File: config.mk
export PLATFORM = sky130hd
export DESIGN_NAME = rounded_rect_alpha_blend_pixel
export DESIGN_NICKNAME = d
export VERILOG_FILES = /design/src/sv/rrab_pkg.sv /design/src/sv/rounded_rect_alpha_blend_pixel.sv /design/src/sv/rrab_csr.sv /design/src/sv/rrab_shape.sv /design/src/sv/rrab_blend.sv
export SDC_FILE = /design/constraint.sdc
export NUM_CORES = 2
export LEC_CHECK = 0
export ABC_AREA = 1
export BUFFER_PORTS_ARGS = -buffer_cell sky130_fd_sc_hd__buf_2
export CAP_MARGIN = 0
export CELL_PAD_IN_SITES_DETAIL_PLACEMENT = 1
export CELL_PAD_IN_SITES_GLOBAL_PLACEMENT = 2
export CORE_MARGIN = 2
export CORE_UTILIZATION = 44
export DETAILED_ROUTE_END_ITERATION = 10
export GPL_TIMING_DRIVEN = 1
export PLACE_DENSITY_LB_ADDON = 0.1
export SETUP_SLACK_MARGIN = 0.2
export SLEW_MARGIN = 20
export SYNTH_ARGS = -nofsm -noshare
export SYNTH_HDL_FRONTEND = slang
export SYNTH_SLANG_ARGS = --single-unit
File: constraint.sdc
create_clock -name clock -period 15.48 [get_ports clock]
set_input_delay 0.774 -clock clock [delete_from_list [all_inputs] [get_ports clock]]
set_output_delay 0.774 -clock clock [all_outputs]
set_load 0.02 [all_outputs]
File: src/sv/rrab_pkg.sv
package rrab_pkg;

   localparam int COORD_BITS_DEFAULT = 12;
   localparam int CSR_INDEX_BITS = 3;
   localparam int CSR_DATA_BITS = 24;
   localparam int PIX_BITS = 24;
   localparam int DIM_BITS = 12;

   localparam logic [CSR_INDEX_BITS-1:0] REG_TINT_COLOR = 3'd0;
   localparam logic [CSR_INDEX_BITS-1:0] REG_BLEND_ALPHA = 3'd1;
   localparam logic [CSR_INDEX_BITS-1:0] REG_RECT_WIDTH = 3'd2;
   localparam logic [CSR_INDEX_BITS-1:0] REG_RECT_HEIGHT = 3'd3;
   localparam logic [CSR_INDEX_BITS-1:0] REG_CORNER_RADIUS = 3'd4;
   localparam logic [CSR_INDEX_BITS-1:0] REG_CHANNEL_POSITIONS = 3'd5;
   localparam logic [CSR_INDEX_BITS-1:0] REG_CHANNEL_SIZES = 3'd6;

   localparam logic [23:0] TINT_RESET = 24'd0;
   localparam logic [6:0] PCT_FULL = 7'd100;
   localparam logic [14:0] POS_RESET = 15'd16640;
   localparam logic [11:0] SIZE_RESET = 12'd2184;
   localparam logic [7:0] BYTE_MASK = 8'hFF;

   // x / 100 == (x * 5243) >> 19, exact for x <= 25500
   localparam logic [12:0] RECIP_100 = 13'd5243;
   localparam int RECIP_SHIFT = 19;

   typedef struct packed {
      logic [23:0] tint_color;
      logic [6:0]  blend_alpha;
      logic [11:0] rect_width;
      logic [11:0] rect_height;
      logic [11:0] corner_radius;
      logic [14:0] channel_positions;
      logic [11:0] channel_sizes;
   } cfg_type;

   typedef struct packed {
      logic s1;
      logic s2;
      logic s3;
      logic s4;
   } stage_en_type;

   function automatic logic [3:0] size_clamp(input logic [3:0] size);
      return (size > 4'd8) ? 4'd8 : size;
   endfunction

   function automatic logic [7:0] chan_unpack(input logic [23:0] pix,
                                              input logic [4:0] pos,
                                              input logic [3:0] size);
      logic [3:0]  sz;
      logic [31:0] mask;
      logic [31:0] raw;
      logic [31:0] sh;
      sz = size_clamp(size);
      mask = (32'd1 << sz) - 32'd1;
      raw = ({8'd0, pix} >> pos) & mask;
      sh = raw << (4'd8 - sz);
      return sh[7:0];
   endfunction

   function automatic logic [23:0] chan_pack(input logic [7:0] v8,
                                             input logic [4:0] pos,
                                             input logic [3:0] size);
      logic [3:0]  sz;
      logic [39:0] v;
      sz = size_clamp(size);
      v = {32'd0, v8 >> (4'd8 - sz)} << pos;
      return v[23:0];
   endfunction

endpackage

File: src/sv/rounded_rect_alpha_blend_pixel.sv
// An accepted req_ transaction moves through stages 1 to 4 to rsp_valid.
// Throughput: one transaction per cycle unless rsp_ready stalls; four-stage
// pipeline with per-stage valid bits, so bubbles close up under stalls.
// Reset (synchronous, active high): clears all valid bits and loads the
// configuration registers with their defaults.
module rounded_rect_alpha_blend_pixel #(
   parameter int COORD_BITS = rrab_pkg::COORD_BITS_DEFAULT
) (
   input  logic                                 clock,
   input  logic                                 reset,

   input  logic                                 req_valid,
   output logic                                 req_ready,
   input  logic [COORD_BITS-1:0]                req_col_in_rect,
   input  logic [COORD_BITS-1:0]                req_row_in_rect,
   input  logic [rrab_pkg::PIX_BITS-1:0]        req_background_pixel,

   output logic                                 rsp_valid,
   input  logic                                 rsp_ready,
   output logic                                 rsp_write_enable,
   output logic [rrab_pkg::PIX_BITS-1:0]        rsp_blended_pixel,

   input  logic                                 csr_write_enable,
   input  logic [rrab_pkg::CSR_INDEX_BITS-1:0]  csr_index,
   input  logic [rrab_pkg::CSR_DATA_BITS-1:0]   csr_write_data
);

   rrab_pkg::cfg_type      cfg;
   rrab_pkg::stage_en_type en;

   logic v1_ff, v2_ff, v3_ff, v4_ff;
   logic v1_in, v2_in, v3_in, v4_in;
   logic in_shape;
   logic [rrab_pkg::PIX_BITS-1:0] packed_pixel;

   rrab_csr u_csr (
      .clock            (clock),
      .reset            (reset),
      .csr_write_enable (csr_write_enable),
      .csr_index        (csr_index),
      .csr_write_data   (csr_write_data),
      .cfg              (cfg)
   );

   always_comb begin
      en.s4 = !v4_ff || rsp_ready;
      en.s3 = !v3_ff || en.s4;
      en.s2 = !v2_ff || en.s3;
      en.s1 = !v1_ff || en.s2;
      v1_in = en.s1 ? req_valid : v1_ff;
      v2_in = en.s2 ? v1_ff : v2_ff;
      v3_in = en.s3 ? v2_ff : v3_ff;
      v4_in = en.s4 ? v3_ff : v4_ff;
   end

   always_ff @(posedge clock) begin
      if (reset) begin
         v1_ff <= 1'b0;
         v2_ff <= 1'b0;
         v3_ff <= 1'b0;
         v4_ff <= 1'b0;
      end else begin
         v1_ff <= v1_in;
         v2_ff <= v2_in;
         v3_ff <= v3_in;
         v4_ff <= v4_in;
      end
   end

   rrab_shape #(
      .COORD_BITS (COORD_BITS)
   ) u_shape (
      .clock    (clock),
      .en       (en),
      .cfg      (cfg),
      .col      (req_col_in_rect),
      .row      (req_row_in_rect),
      .in_shape (in_shape)
   );

   rrab_blend u_blend (
      .clock            (clock),
      .en               (en),
      .cfg              (cfg),
      .background_pixel (req_background_pixel),
      .packed_pixel     (packed_pixel)
   );

   assign req_ready = en.s1;
   assign rsp_valid = v4_ff;
   assign rsp_write_enable = in_shape;
   assign rsp_blended_pixel = in_shape ? packed_pixel : '0;

endmodule

File: src/sv/rrab_csr.sv
module rrab_csr (
   input  logic                                 clock,
   input  logic                                 reset,
   input  logic                                 csr_write_enable,
   input  logic [rrab_pkg::CSR_INDEX_BITS-1:0]  csr_index,
   input  logic [rrab_pkg::CSR_DATA_BITS-1:0]   csr_write_data,
   output rrab_pkg::cfg_type                    cfg
);

   rrab_pkg::cfg_type cfg_ff, cfg_in;

   always_comb begin
      cfg_in = cfg_ff;
      if (csr_write_enable) begin
         case (csr_index)
            rrab_pkg::REG_TINT_COLOR: cfg_in.tint_color = csr_write_data[23:0];
            rrab_pkg::REG_BLEND_ALPHA: begin
               cfg_in.blend_alpha = (csr_write_data[6:0] > rrab_pkg::PCT_FULL) ?
                                    rrab_pkg::PCT_FULL : csr_write_data[6:0];
            end
            rrab_pkg::REG_RECT_WIDTH: cfg_in.rect_width = csr_write_data[11:0];
            rrab_pkg::REG_RECT_HEIGHT: cfg_in.rect_height = csr_write_data[11:0];
            rrab_pkg::REG_CORNER_RADIUS: cfg_in.corner_radius = csr_write_data[11:0];
            rrab_pkg::REG_CHANNEL_POSITIONS: begin
               cfg_in.channel_positions = csr_write_data[14:0];
            end
            rrab_pkg::REG_CHANNEL_SIZES: cfg_in.channel_sizes = csr_write_data[11:0];
            default: cfg_in = cfg_ff;
         endcase
      end
   end

   always_ff @(posedge clock) begin
      if (reset) begin
         cfg_ff.tint_color <= rrab_pkg::TINT_RESET;
         cfg_ff.blend_alpha <= rrab_pkg::PCT_FULL;
         cfg_ff.rect_width <= '0;
         cfg_ff.rect_height <= '0;
         cfg_ff.corner_radius <= '0;
         cfg_ff.channel_positions <= rrab_pkg::POS_RESET;
         cfg_ff.channel_sizes <= rrab_pkg::SIZE_RESET;
      end else begin
         cfg_ff <= cfg_in;
      end
   end

   assign cfg = cfg_ff;

endmodule

File: src/sv/rrab_shape.sv
module rrab_shape #(
   parameter int COORD_BITS = rrab_pkg::COORD_BITS_DEFAULT
) (
   input  logic                    clock,
   input  rrab_pkg::stage_en_type  en,
   input  rrab_pkg::cfg_type       cfg,
   input  logic [COORD_BITS-1:0]   col,
   input  logic [COORD_BITS-1:0]   row,
   output logic                    in_shape
);

   localparam int CW = COORD_BITS;
   localparam int SW = 2 * CW;

   logic [CW-1:0] w, h, r0, ra, rb;

   logic [CW-1:0] col1_ff, row1_ff, r1_ff;
   logic          outside1_ff, outside1_in;

   logic [CW-1:0] wr, hr, dx2_in, dy2_in;
   logic          left, right, top, bottom, corner2_in;
   logic [CW-1:0] dx2_ff, dy2_ff, r2_ff;
   logic          corner2_ff, outside2_ff;

   logic [SW-1:0] dxsq3_ff, dysq3_ff, rsq3_ff;
   logic          corner3_ff, outside3_ff;

   logic [SW:0]   dsq_sum;
   logic          inside4_ff, inside4_in;

   // stage 1: clamp radius, rectangle bounds
   always_comb begin
      w = CW'(cfg.rect_width);
      h = CW'(cfg.rect_height);
      r0 = CW'(cfg.corner_radius);
      ra = ({r0, 1'b0} > {1'b0, w}) ? (w >> 1) : r0;
      rb = ({ra, 1'b0} > {1'b0, h}) ? (h >> 1) : ra;
      outside1_in = (col >= w) || (row >= h);
   end

   always_ff @(posedge clock) begin
      if (en.s1) begin
         col1_ff <= col;
         row1_ff <= row;
         r1_ff <= rb;
         outside1_ff <= outside1_in;
      end
   end

   // stage 2: corner region and distance to corner center
   always_comb begin
      wr = w - r1_ff;
      hr = h - r1_ff;
      left = col1_ff < r1_ff;
      right = col1_ff >= wr;
      top = row1_ff < r1_ff;
      bottom = row1_ff >= hr;
      corner2_in = (left || right) && (top || bottom);
      dx2_in = left ? (r1_ff - col1_ff) : (col1_ff - wr);
      dy2_in = top ? (r1_ff - row1_ff) : (row1_ff - hr);
   end

   always_ff @(posedge clock) begin
      if (en.s2) begin
         dx2_ff <= dx2_in;
         dy2_ff <= dy2_in;
         r2_ff <= r1_ff;
         corner2_ff <= corner2_in;
         outside2_ff <= outside1_ff;
      end
   end

   // stage 3: squares
   always_ff @(posedge clock) begin
      if (en.s3) begin
         dxsq3_ff <= SW'(dx2_ff) * SW'(dx2_ff);
         dysq3_ff <= SW'(dy2_ff) * SW'(dy2_ff);
         rsq3_ff <= SW'(r2_ff) * SW'(r2_ff);
         corner3_ff <= corner2_ff;
         outside3_ff <= outside2_ff;
      end
   end

   // stage 4: radius test
   always_comb begin
      dsq_sum = (SW + 1)'(dxsq3_ff) + (SW + 1)'(dysq3_ff);
      inside4_in = !outside3_ff && (!corner3_ff || (dsq_sum <= (SW + 1)'(rsq3_ff)));
   end

   always_ff @(posedge clock) begin
      if (en.s4) begin
         inside4_ff <= inside4_in;
      end
   end

   assign in_shape = inside4_ff;

endmodule

File: src/sv/rrab_blend.sv
module rrab_blend (
   input  logic                    clock,
   input  rrab_pkg::stage_en_type  en,
   input  rrab_pkg::cfg_type       cfg,
   input  logic [23:0]             background_pixel,
   output logic [23:0]             packed_pixel
);

   logic [4:0]  pr, pg, pb;
   logic [3:0]  sr, sg, sb;
   logic [7:0]  tr, tg, tb;
   logic [6:0]  inv_a;

   logic [7:0]  br1_ff, bg1_ff, bb1_ff;
   logic [14:0] sumr2_ff, sumg2_ff, sumb2_ff;
   logic [27:0] prodr3_ff, prodg3_ff, prodb3_ff;
   logic [7:0]  qr, qg, qb;
   logic [23:0] pack4_ff, pack4_in;

   always_comb begin
      pr = cfg.channel_positions[14:10];
      pg = cfg.channel_positions[9:5];
      pb = cfg.channel_positions[4:0];
      sr = cfg.channel_sizes[11:8];
      sg = cfg.channel_sizes[7:4];
      sb = cfg.channel_sizes[3:0];
      tr = cfg.tint_color[23:16];
      tg = cfg.tint_color[15:8];
      tb = cfg.tint_color[7:0];
      inv_a = rrab_pkg::PCT_FULL - cfg.blend_alpha;
   end

   // stage 1: unpack
   always_ff @(posedge clock) begin
      if (en.s1) begin
         br1_ff <= rrab_pkg::chan_unpack(background_pixel, pr, sr);
         bg1_ff <= rrab_pkg::chan_unpack(background_pixel, pg, sg);
         bb1_ff <= rrab_pkg::chan_unpack(background_pixel, pb, sb);
      end
   end

   // stage 2: weighted sum
   always_ff @(posedge clock) begin
      if (en.s2) begin
         sumr2_ff <= 15'(br1_ff) * 15'(inv_a) + 15'(tr) * 15'(cfg.blend_alpha);
         sumg2_ff <= 15'(bg1_ff) * 15'(inv_a) + 15'(tg) * 15'(cfg.blend_alpha);
         sumb2_ff <= 15'(bb1_ff) * 15'(inv_a) + 15'(tb) * 15'(cfg.blend_alpha);
      end
   end

   // stage 3: divide by 100 via reciprocal
   always_ff @(posedge clock) begin
      if (en.s3) begin
         prodr3_ff <= 28'(sumr2_ff) * 28'(rrab_pkg::RECIP_100);
         prodg3_ff <= 28'(sumg2_ff) * 28'(rrab_pkg::RECIP_100);
         prodb3_ff <= 28'(sumb2_ff) * 28'(rrab_pkg::RECIP_100);
      end
   end

   // stage 4: repack
   always_comb begin
      qr = prodr3_ff[rrab_pkg::RECIP_SHIFT +: 8];
      qg = prodg3_ff[rrab_pkg::RECIP_SHIFT +: 8];
      qb = prodb3_ff[rrab_pkg::RECIP_SHIFT +: 8];
      pack4_in = rrab_pkg::chan_pack(qr, pr, sr) |
                 rrab_pkg::chan_pack(qg, pg, sg) |
                 rrab_pkg::chan_pack(qb, pb, sb);
   end

   always_ff @(posedge clock) begin
      if (en.s4) begin
         pack4_ff <= pack4_in;
      end
   end

   assign packed_pixel = pack4_ff;

endmodule
Word level (Yosys, flattened, before mapping)
Cells that the tools add are included.
{"block": "op_classes", "add_sub_neg": 17, "mul": 12, "order_cmp": 13, "n_eq_ne": 6, "shifts": 15, "muxes": 9, "n_bitwise": 5, "reduce_logical": 24}
{"cell": "bitwise AND 32 bit", "n": 3}
{"cell": "left shift 1 x 4 -> 32 bit, first input constant", "n": 3}
{"cell": "left shift 32 x 4 -> 8 bit", "n": 3}
{"cell": ">> shifter 24 x 5 -> 32 bit", "n": 3}
{"cell": "subtractor 32 x 1 -> 32 bit, second input constant", "n": 3}
{"cell": "multiplier 8 x 7 -> 15 bit", "n": 6}
{"cell": "multiplier 15 x 13 -> 27 bit, second input constant", "n": 3}
{"cell": "multiplier 12 x 12 -> 24 bit", "n": 3}
{"cell": "left shift 8 x 5 -> 24 bit", "n": 3}
{"cell": "subtractor 12 bit", "n": 6}
{"cell": ">= comparator 12 bit", "n": 4}
{"cell": "bitwise OR 24 bit", "n": 2}
{"cell": "adder 15 bit", "n": 3}
{"cell": "2-to-1 mux 12 bit", "n": 3}
{"cell": "> comparator 13 x 12 -> 1 bit", "n": 2}
{"cell": "adder 24 x 24 -> 25 bit", "n": 1}
{"cell": "less-or-equal comparator 25 x 24 -> 1 bit", "n": 1}
{"cell": "< comparator 12 bit", "n": 2}
{"cell": "2-to-1 mux 24 bit", "n": 1}
{"cell": ">> shifter 8 x 4 -> 8 bit", "n": 3}
{"cell": "AND reduction 2 bit", "n": 7}
{"cell": "> comparator 4 bit, second input constant", "n": 3}
{"cell": "2-to-1 mux 4 bit", "n": 3}
{"cell": "subtractor 4 bit, first input constant", "n": 3}
{"cell": "11 further kinds", "n": 27}
{"block": "word_totals", "register_bits": 422, "input_bits": 80, "elab_cells": 138}

Logic depth before layout (Yosys ltp)
{"block": "depth", "depth_word": 7, "mapped_depth": 29, "mapped_depth_nobuf": 28}

Hierarchy
From an unflattened synthesis, not the netlist that was laid out.
{"block": "unflattened", "cells_unflattened": 7587, "area_unflattened_um2": 59920.0}
{"mod": "rrab_blend", "n_inst": 1, "cells_per_inst": 4260, "area_per_inst_um2": 32790.2, "seq_area_each_um2": 3513.4}
{"mod": "rrab_shape", "n_inst": 1, "cells_per_inst": 2819, "area_per_inst_um2": 23236.0, "seq_area_each_um2": 4414.2}
{"mod": "rrab_csr", "n_inst": 1, "cells_per_inst": 440, "area_per_inst_um2": 3535.9, "seq_area_each_um2": 1881.8}
{"mod": "rounded_rect_alpha_blend_pixel", "n_inst": 1, "cells_per_inst": 68, "area_per_inst_um2": 357.8, "seq_area_each_um2": 80.1}

Least setup slack after synthesis
No wires, ideal clock.
{"block": "synth_path", "path_kind": "register to register", "start": "register u_csr.cfg_ff (netlist bit u_csr.cfg[64])", "end": "register u_blend.sumg2_ff[13] (data pin)", "setup_ns": 0.260, "t_arrival_ns": 6.066, "required_time_ns": 15.220, "slack_ns": 9.154, "stages_incl_launch_ff": 29, "period_less_slack_ns": 6.326, "cell_sequence": "dfxtp_1 -> clkbuf_1 -> inv_1 -> ha_1 -> or2_1 -> nand2_1 -> nand2_1 -> or2_1 -> nand2_1 -> inv_1 -> nand2_1 -> fa_1 -> fa_1 -> inv_1 -> fa_1 -> fa_1 -> fa_1 -> inv_1 -> fa_1 -> inv_1 -> ha_1 -> nand2_1 -> o21ai_0 -> a21oi_1 -> o21ai_0 -> a21oi_1 -> nor2_1 -> nor2_1 -> xor2_1"}
{"block": "synth_via", "elab_chain_cells": 3, "word_cells_on_any_way": 4, "cone_classes": "2 x add/sub; 2 x mul"}
{"element": "start, declared", "line": "rrab_csr.sv:10", "rtl": "rrab_pkg::cfg_type cfg_ff, cfg_in;"}
{"element": "start signal, assigned", "line": "rrab_csr.sv:43", "rtl": "cfg_ff <= cfg_in;"}
{"element": "subtractor 7 bit", "line": "rrab_blend.sv:30", "rtl": "inv_a = rrab_pkg::PCT_FULL - cfg.blend_alpha;"}
{"element": "multiplier 8 x 7 -> 15 bit", "line": "rrab_blend.sv:46", "rtl": "sumg2_ff <= 15'(bg1_ff) * 15'(inv_a) + 15'(tg) * 15'(cfg.blend_alpha);"}
{"element": "adder 15 bit (*)", "line": "rrab_blend.sv:46"}
{"element": "end signal, assigned", "line": "rrab_blend.sv:46"}
{"element": "end, declared", "line": "rrab_blend.sv:15", "rtl": "logic [14:0] sumr2_ff, sumg2_ff, sumb2_ff;"}
Mark *: on every way between the ends. The rest lies on a longest branch, timed or not.
A chain may end at the register's enable or synchronous reset.

Worst setup path in the final report
Ends and elaborated chain as after synthesis.

==> results.md <==
- Met1 Use GR: 32.5%
- Type of the setup path with the least slack: register to register
- Max Clock Skew: 23.1 ps
- Worst Hold Launch: req_row_in_rect[3]
- Origin of the critical flop-to-flop path: u_csr.cfg[64]
- Endpoint, Worst Hold: u_shape.row1_ff[3]
- Routing layer with the top usage in global route: met2
- Htree depth: 2
- Global-route met3 utilization: 2.82%
- Die X: 369 um
- Initial core utilization: 44.5%
- Routed WL per cell: 19.4 um
- Clock root buffer: sky130_fd_sc_hd__clkbuf_16
- Remaining DRCs: 0
- Post-synthesis sequential area ratio: 16.9%
- Area growth, synth to finish: 6.06%
- Die Outline Area: 136000 sq um
- Core area: 132000 sq um
- Post-cts gate resize count: 0
- Final TNS setup: 0 ps
- Post-synth EDFFs: 264
- Worst setup EP type: register
- Hold WS: 335 ps
- Synthesis warning total: 0
- Reg2Reg Setup Slack: 7240 ps
- Worst reg-to-reg path cell count: 27
- DR vias/cell: 5.20
- Endpoints failing setup: 0
- GR met2 Demand/Resource: 48.7%
- Ports placed on the boundary: 107
- Number of CTS-inserted buffers: 47
- Required arrival time at the worst endpoint: 15870 ps
- Final estimated routing congestion in global placement: 0.906
- Count of unique library cells instantiated by Yosys: 63
- Synthesized area per cell: 8.00 sq um
- Post-route fraction of the period consumed by the critical path: 53.2%
- Post-CTS clock slew at the launch and capture registers of the worst setup and hold paths: 60 ps
- Fraction of layout cells with a size suffix above 1: 4.05%
- Pre-Repair DR Iteration Count: 5
- Crit path arrival time: 8630 ps
- Endpoint of the worst register-to-register path: u_blend.sumg2_ff[13]
- Buffers from clock root to sink, at most: 3
- Kind of start point of the critical path: register
- Die Y: 369 um
- Transition time at the pin with the least slew margin: 1090 ps
- FP Rows: 133
- Main flop type after synthesis: sky130_fd_sc_hd__edfxtp_1
- Number of max-cap violations: 0
- Grt total ovfl: 0
- Crit path time final: 8240 ps
- Clock tree from TritonCTS: yes
- Post-route insts no fill: 9089
- Top fanout value on the critical path: 25
- Post-CTS Hold Fix Bufs: 0
- Post-CTS repair timing setup buffer count: 0
- Result of the run: finished, final reports clean
- Clock latency reported for the late side of the worst-skew pair: 650 ps
- DP HPWL: 148000 um
- Max Freq: 0.121 GHz
- Final-report hold violation count: 0
- Starting DRT DRC Count: 2079
- Total routing resource utilization after global routing: 26.3%
- Num Clock Sinks: 362
- Total of flip-flops plus latches after synthesis: 362
- Final design instance area without fill: 62100 sq um
- Final antenna diode count: 0
- Max-Slew Margin vs Limit: 27.5%
- Number of instances on the worst hold path: 1
- Post-synth net total: 8919
- Initial antenna violation count: 8
- Class of the tightest hold or removal check: input port to register
- Number of cells produced by synthesis: 7323
- Share of async-settable or async-resettable flops after synthesis: 0%
- Via count of the first global-routing pass: 51100
- RSZ-0062 raised after global routing: no
- Cell count after placement: 9001
- Via count of the routed design: 47200
- Maximum number of pins on one net before global-route repair: 93
- DRT Wirelength: 176000 um
- Final max-slew violation count: 0
- Count of input and output buffers: 106
- Antenna-violating nets left: 0
- Placed instance area: 60600 sq um
- First-pass GRT wire length: 282000 um
- Mapped Area: 58600 sq um
- Final-stage net count: 8892
[per-layer routing]
metal	wire length (um)	vias up
li1	-	22900
met1	75300	23600
met2	91200	532
met3	5190	198
met4	4660	12
met5	85	-
[final cells by class]
type                       count  area (sq um)
clock buffer                  62          1350
clock inverter                25           194
fill                       16100         69700
inverter                    1699          6380
multi-input combinational   5054         41400
sequential                   362          9890
tap                         1755          2200
timing repair buffer         132           733
[cell families after synthesis]
logic type	Yosys count	synth area share [%]
simple gates	2381	17.0
buf+inv	1907	12.5
fa+ha+maj	1516	41.1
compound gates	896	8.53
flops	362	16.9
xor+xnor	245	3.66
mux	15	0.256
other cells	1	0.00640
[cell usage after synthesis (11+ instances only)]
library cell / count / area share, %
sky130_fd_sc_hd__a211oi_1: 13 / 0.17
sky130_fd_sc_hd__a21o_1: 22 / 0.28
sky130_fd_sc_hd__a21oi_1: 349 / 3.0
sky130_fd_sc_hd__a31oi_1: 26 / 0.28
sky130_fd_sc_hd__buf_2: 39 / 0.33
sky130_fd_sc_hd__buf_6: 13 / 0.25
sky130_fd_sc_hd__clkbuf_1: 139 / 0.89
sky130_fd_sc_hd__dfxtp_1: 98 / 3.3
sky130_fd_sc_hd__edfxtp_1: 264 / 14
sky130_fd_sc_hd__fa_1: 685 / 23
sky130_fd_sc_hd__ha_1: 831 / 18
sky130_fd_sc_hd__inv_1: 1687 / 11
sky130_fd_sc_hd__mux2i_1: 15 / 0.26
sky130_fd_sc_hd__nand2_1: 1390 / 8.9
sky130_fd_sc_hd__nand2_2: 15 / 0.16
sky130_fd_sc_hd__nand3_1: 400 / 3.4
sky130_fd_sc_hd__nand4_1: 63 / 0.67
sky130_fd_sc_hd__nor2_1: 401 / 2.6
sky130_fd_sc_hd__nor2_2: 11 / 0.12
sky130_fd_sc_hd__nor3_1: 36 / 0.31
sky130_fd_sc_hd__o211ai_1: 39 / 0.50
sky130_fd_sc_hd__o21ai_0: 340 / 2.9
sky130_fd_sc_hd__o21ai_1: 20 / 0.17
sky130_fd_sc_hd__o21bai_1: 13 / 0.17
sky130_fd_sc_hd__or2_2: 12 / 0.13
sky130_fd_sc_hd__xnor2_1: 78 / 1.2
sky130_fd_sc_hd__xor2_1: 167 / 2.5
[worst max-delay path by stage]
stage / startpoint / to / slack [ps]
after detailed placement: u_csr.cfg[64] / u_blend.sumg2_ff[13] / 7260
final: u_csr.cfg[64] / u_blend.sumg2_ff[13] / 7240
after global placement: u_csr.cfg[64] / u_blend.sumg2_ff[13] / 7500
after floorplan: u_csr.cfg[64] / u_blend.sumg2_ff[13] / 9150
after CTS: u_csr.cfg[64] / u_blend.sumg2_ff[13] / 7260
after global routing: u_csr.cfg[64] / u_blend.sumg2_ff[13] / 6700
[layout by cell type (no fill, tap or decap), types with 78 or more instances in the layout]
master	count
sky130_fd_sc_hd__buf_2	106
sky130_fd_sc_hd__nor2_1	400
sky130_fd_sc_hd__o21ai_0	340
sky130_fd_sc_hd__edfxtp_1	264
sky130_fd_sc_hd__ha_1	831
sky130_fd_sc_hd__nand3_1	400
sky130_fd_sc_hd__fa_1	685
sky130_fd_sc_hd__dfxtp_1	97
sky130_fd_sc_hd__inv_1	1684
sky130_fd_sc_hd__xor2_1	167
sky130_fd_sc_hd__a21oi_1	349
sky130_fd_sc_hd__xnor2_1	78
sky130_fd_sc_hd__nand2_1	1389
[sequential cells by signal (all words and copies together) (netlist names), 15 cells and up]
| register | flops |
|---|---|
| u_shape.rsq3_ff | 23 |
| u_blend.packed_pixel | 24 |
| u_blend.sumb2_ff | 15 |
| u_shape.dxsq3_ff | 23 |
| u_shape.dysq3_ff | 23 |
| u_blend.sumg2_ff | 15 |
| u_csr.cfg | 94 |
| u_blend.sumr2_ff | 15 |
[metrics by stage]
step | setup slack [ps] | util (%)
final | 7240 | 47.2
after global routing | 6700 | 47.2
after CTS | 7260 | 47.1
after detailed placement | 7260 | 46.0
after global placement | 7500 | 46.0
after floorplan | 9150 | -
[worst max-delay path, cell delays in order (launching register included)]
cell and delay, ps:
sky130_fd_sc_hd__dfxtp_1 1010, sky130_fd_sc_hd__inv_1 200, sky130_fd_sc_hd__ha_1 260, sky130_fd_sc_hd__or2_1 260
sky130_fd_sc_hd__nand2_1 100, sky130_fd_sc_hd__nand2_1 70, sky130_fd_sc_hd__or2_1 210, sky130_fd_sc_hd__nand2_1 610
sky130_fd_sc_hd__inv_1 430, sky130_fd_sc_hd__nand2_1 190, sky130_fd_sc_hd__fa_1 450, sky130_fd_sc_hd__fa_1 520
sky130_fd_sc_hd__inv_1 60, sky130_fd_sc_hd__fa_1 460, sky130_fd_sc_hd__fa_1 520, sky130_fd_sc_hd__fa_1 540
sky130_fd_sc_hd__inv_1 50, sky130_fd_sc_hd__fa_1 520, sky130_fd_sc_hd__inv_1 40, sky130_fd_sc_hd__ha_1 360
sky130_fd_sc_hd__nand2_1 100, sky130_fd_sc_hd__o21ai_0 190, sky130_fd_sc_hd__a21oi_1 100, sky130_fd_sc_hd__o21ai_0 310
sky130_fd_sc_hd__a21oi_1 110, sky130_fd_sc_hd__nor2_1 110, sky130_fd_sc_hd__nor2_1 60, sky130_fd_sc_hd__xor2_1 130
Power is not shown: default switching activity piles up to over one toggle a cycle in this logic, so the estimate is an artifact.
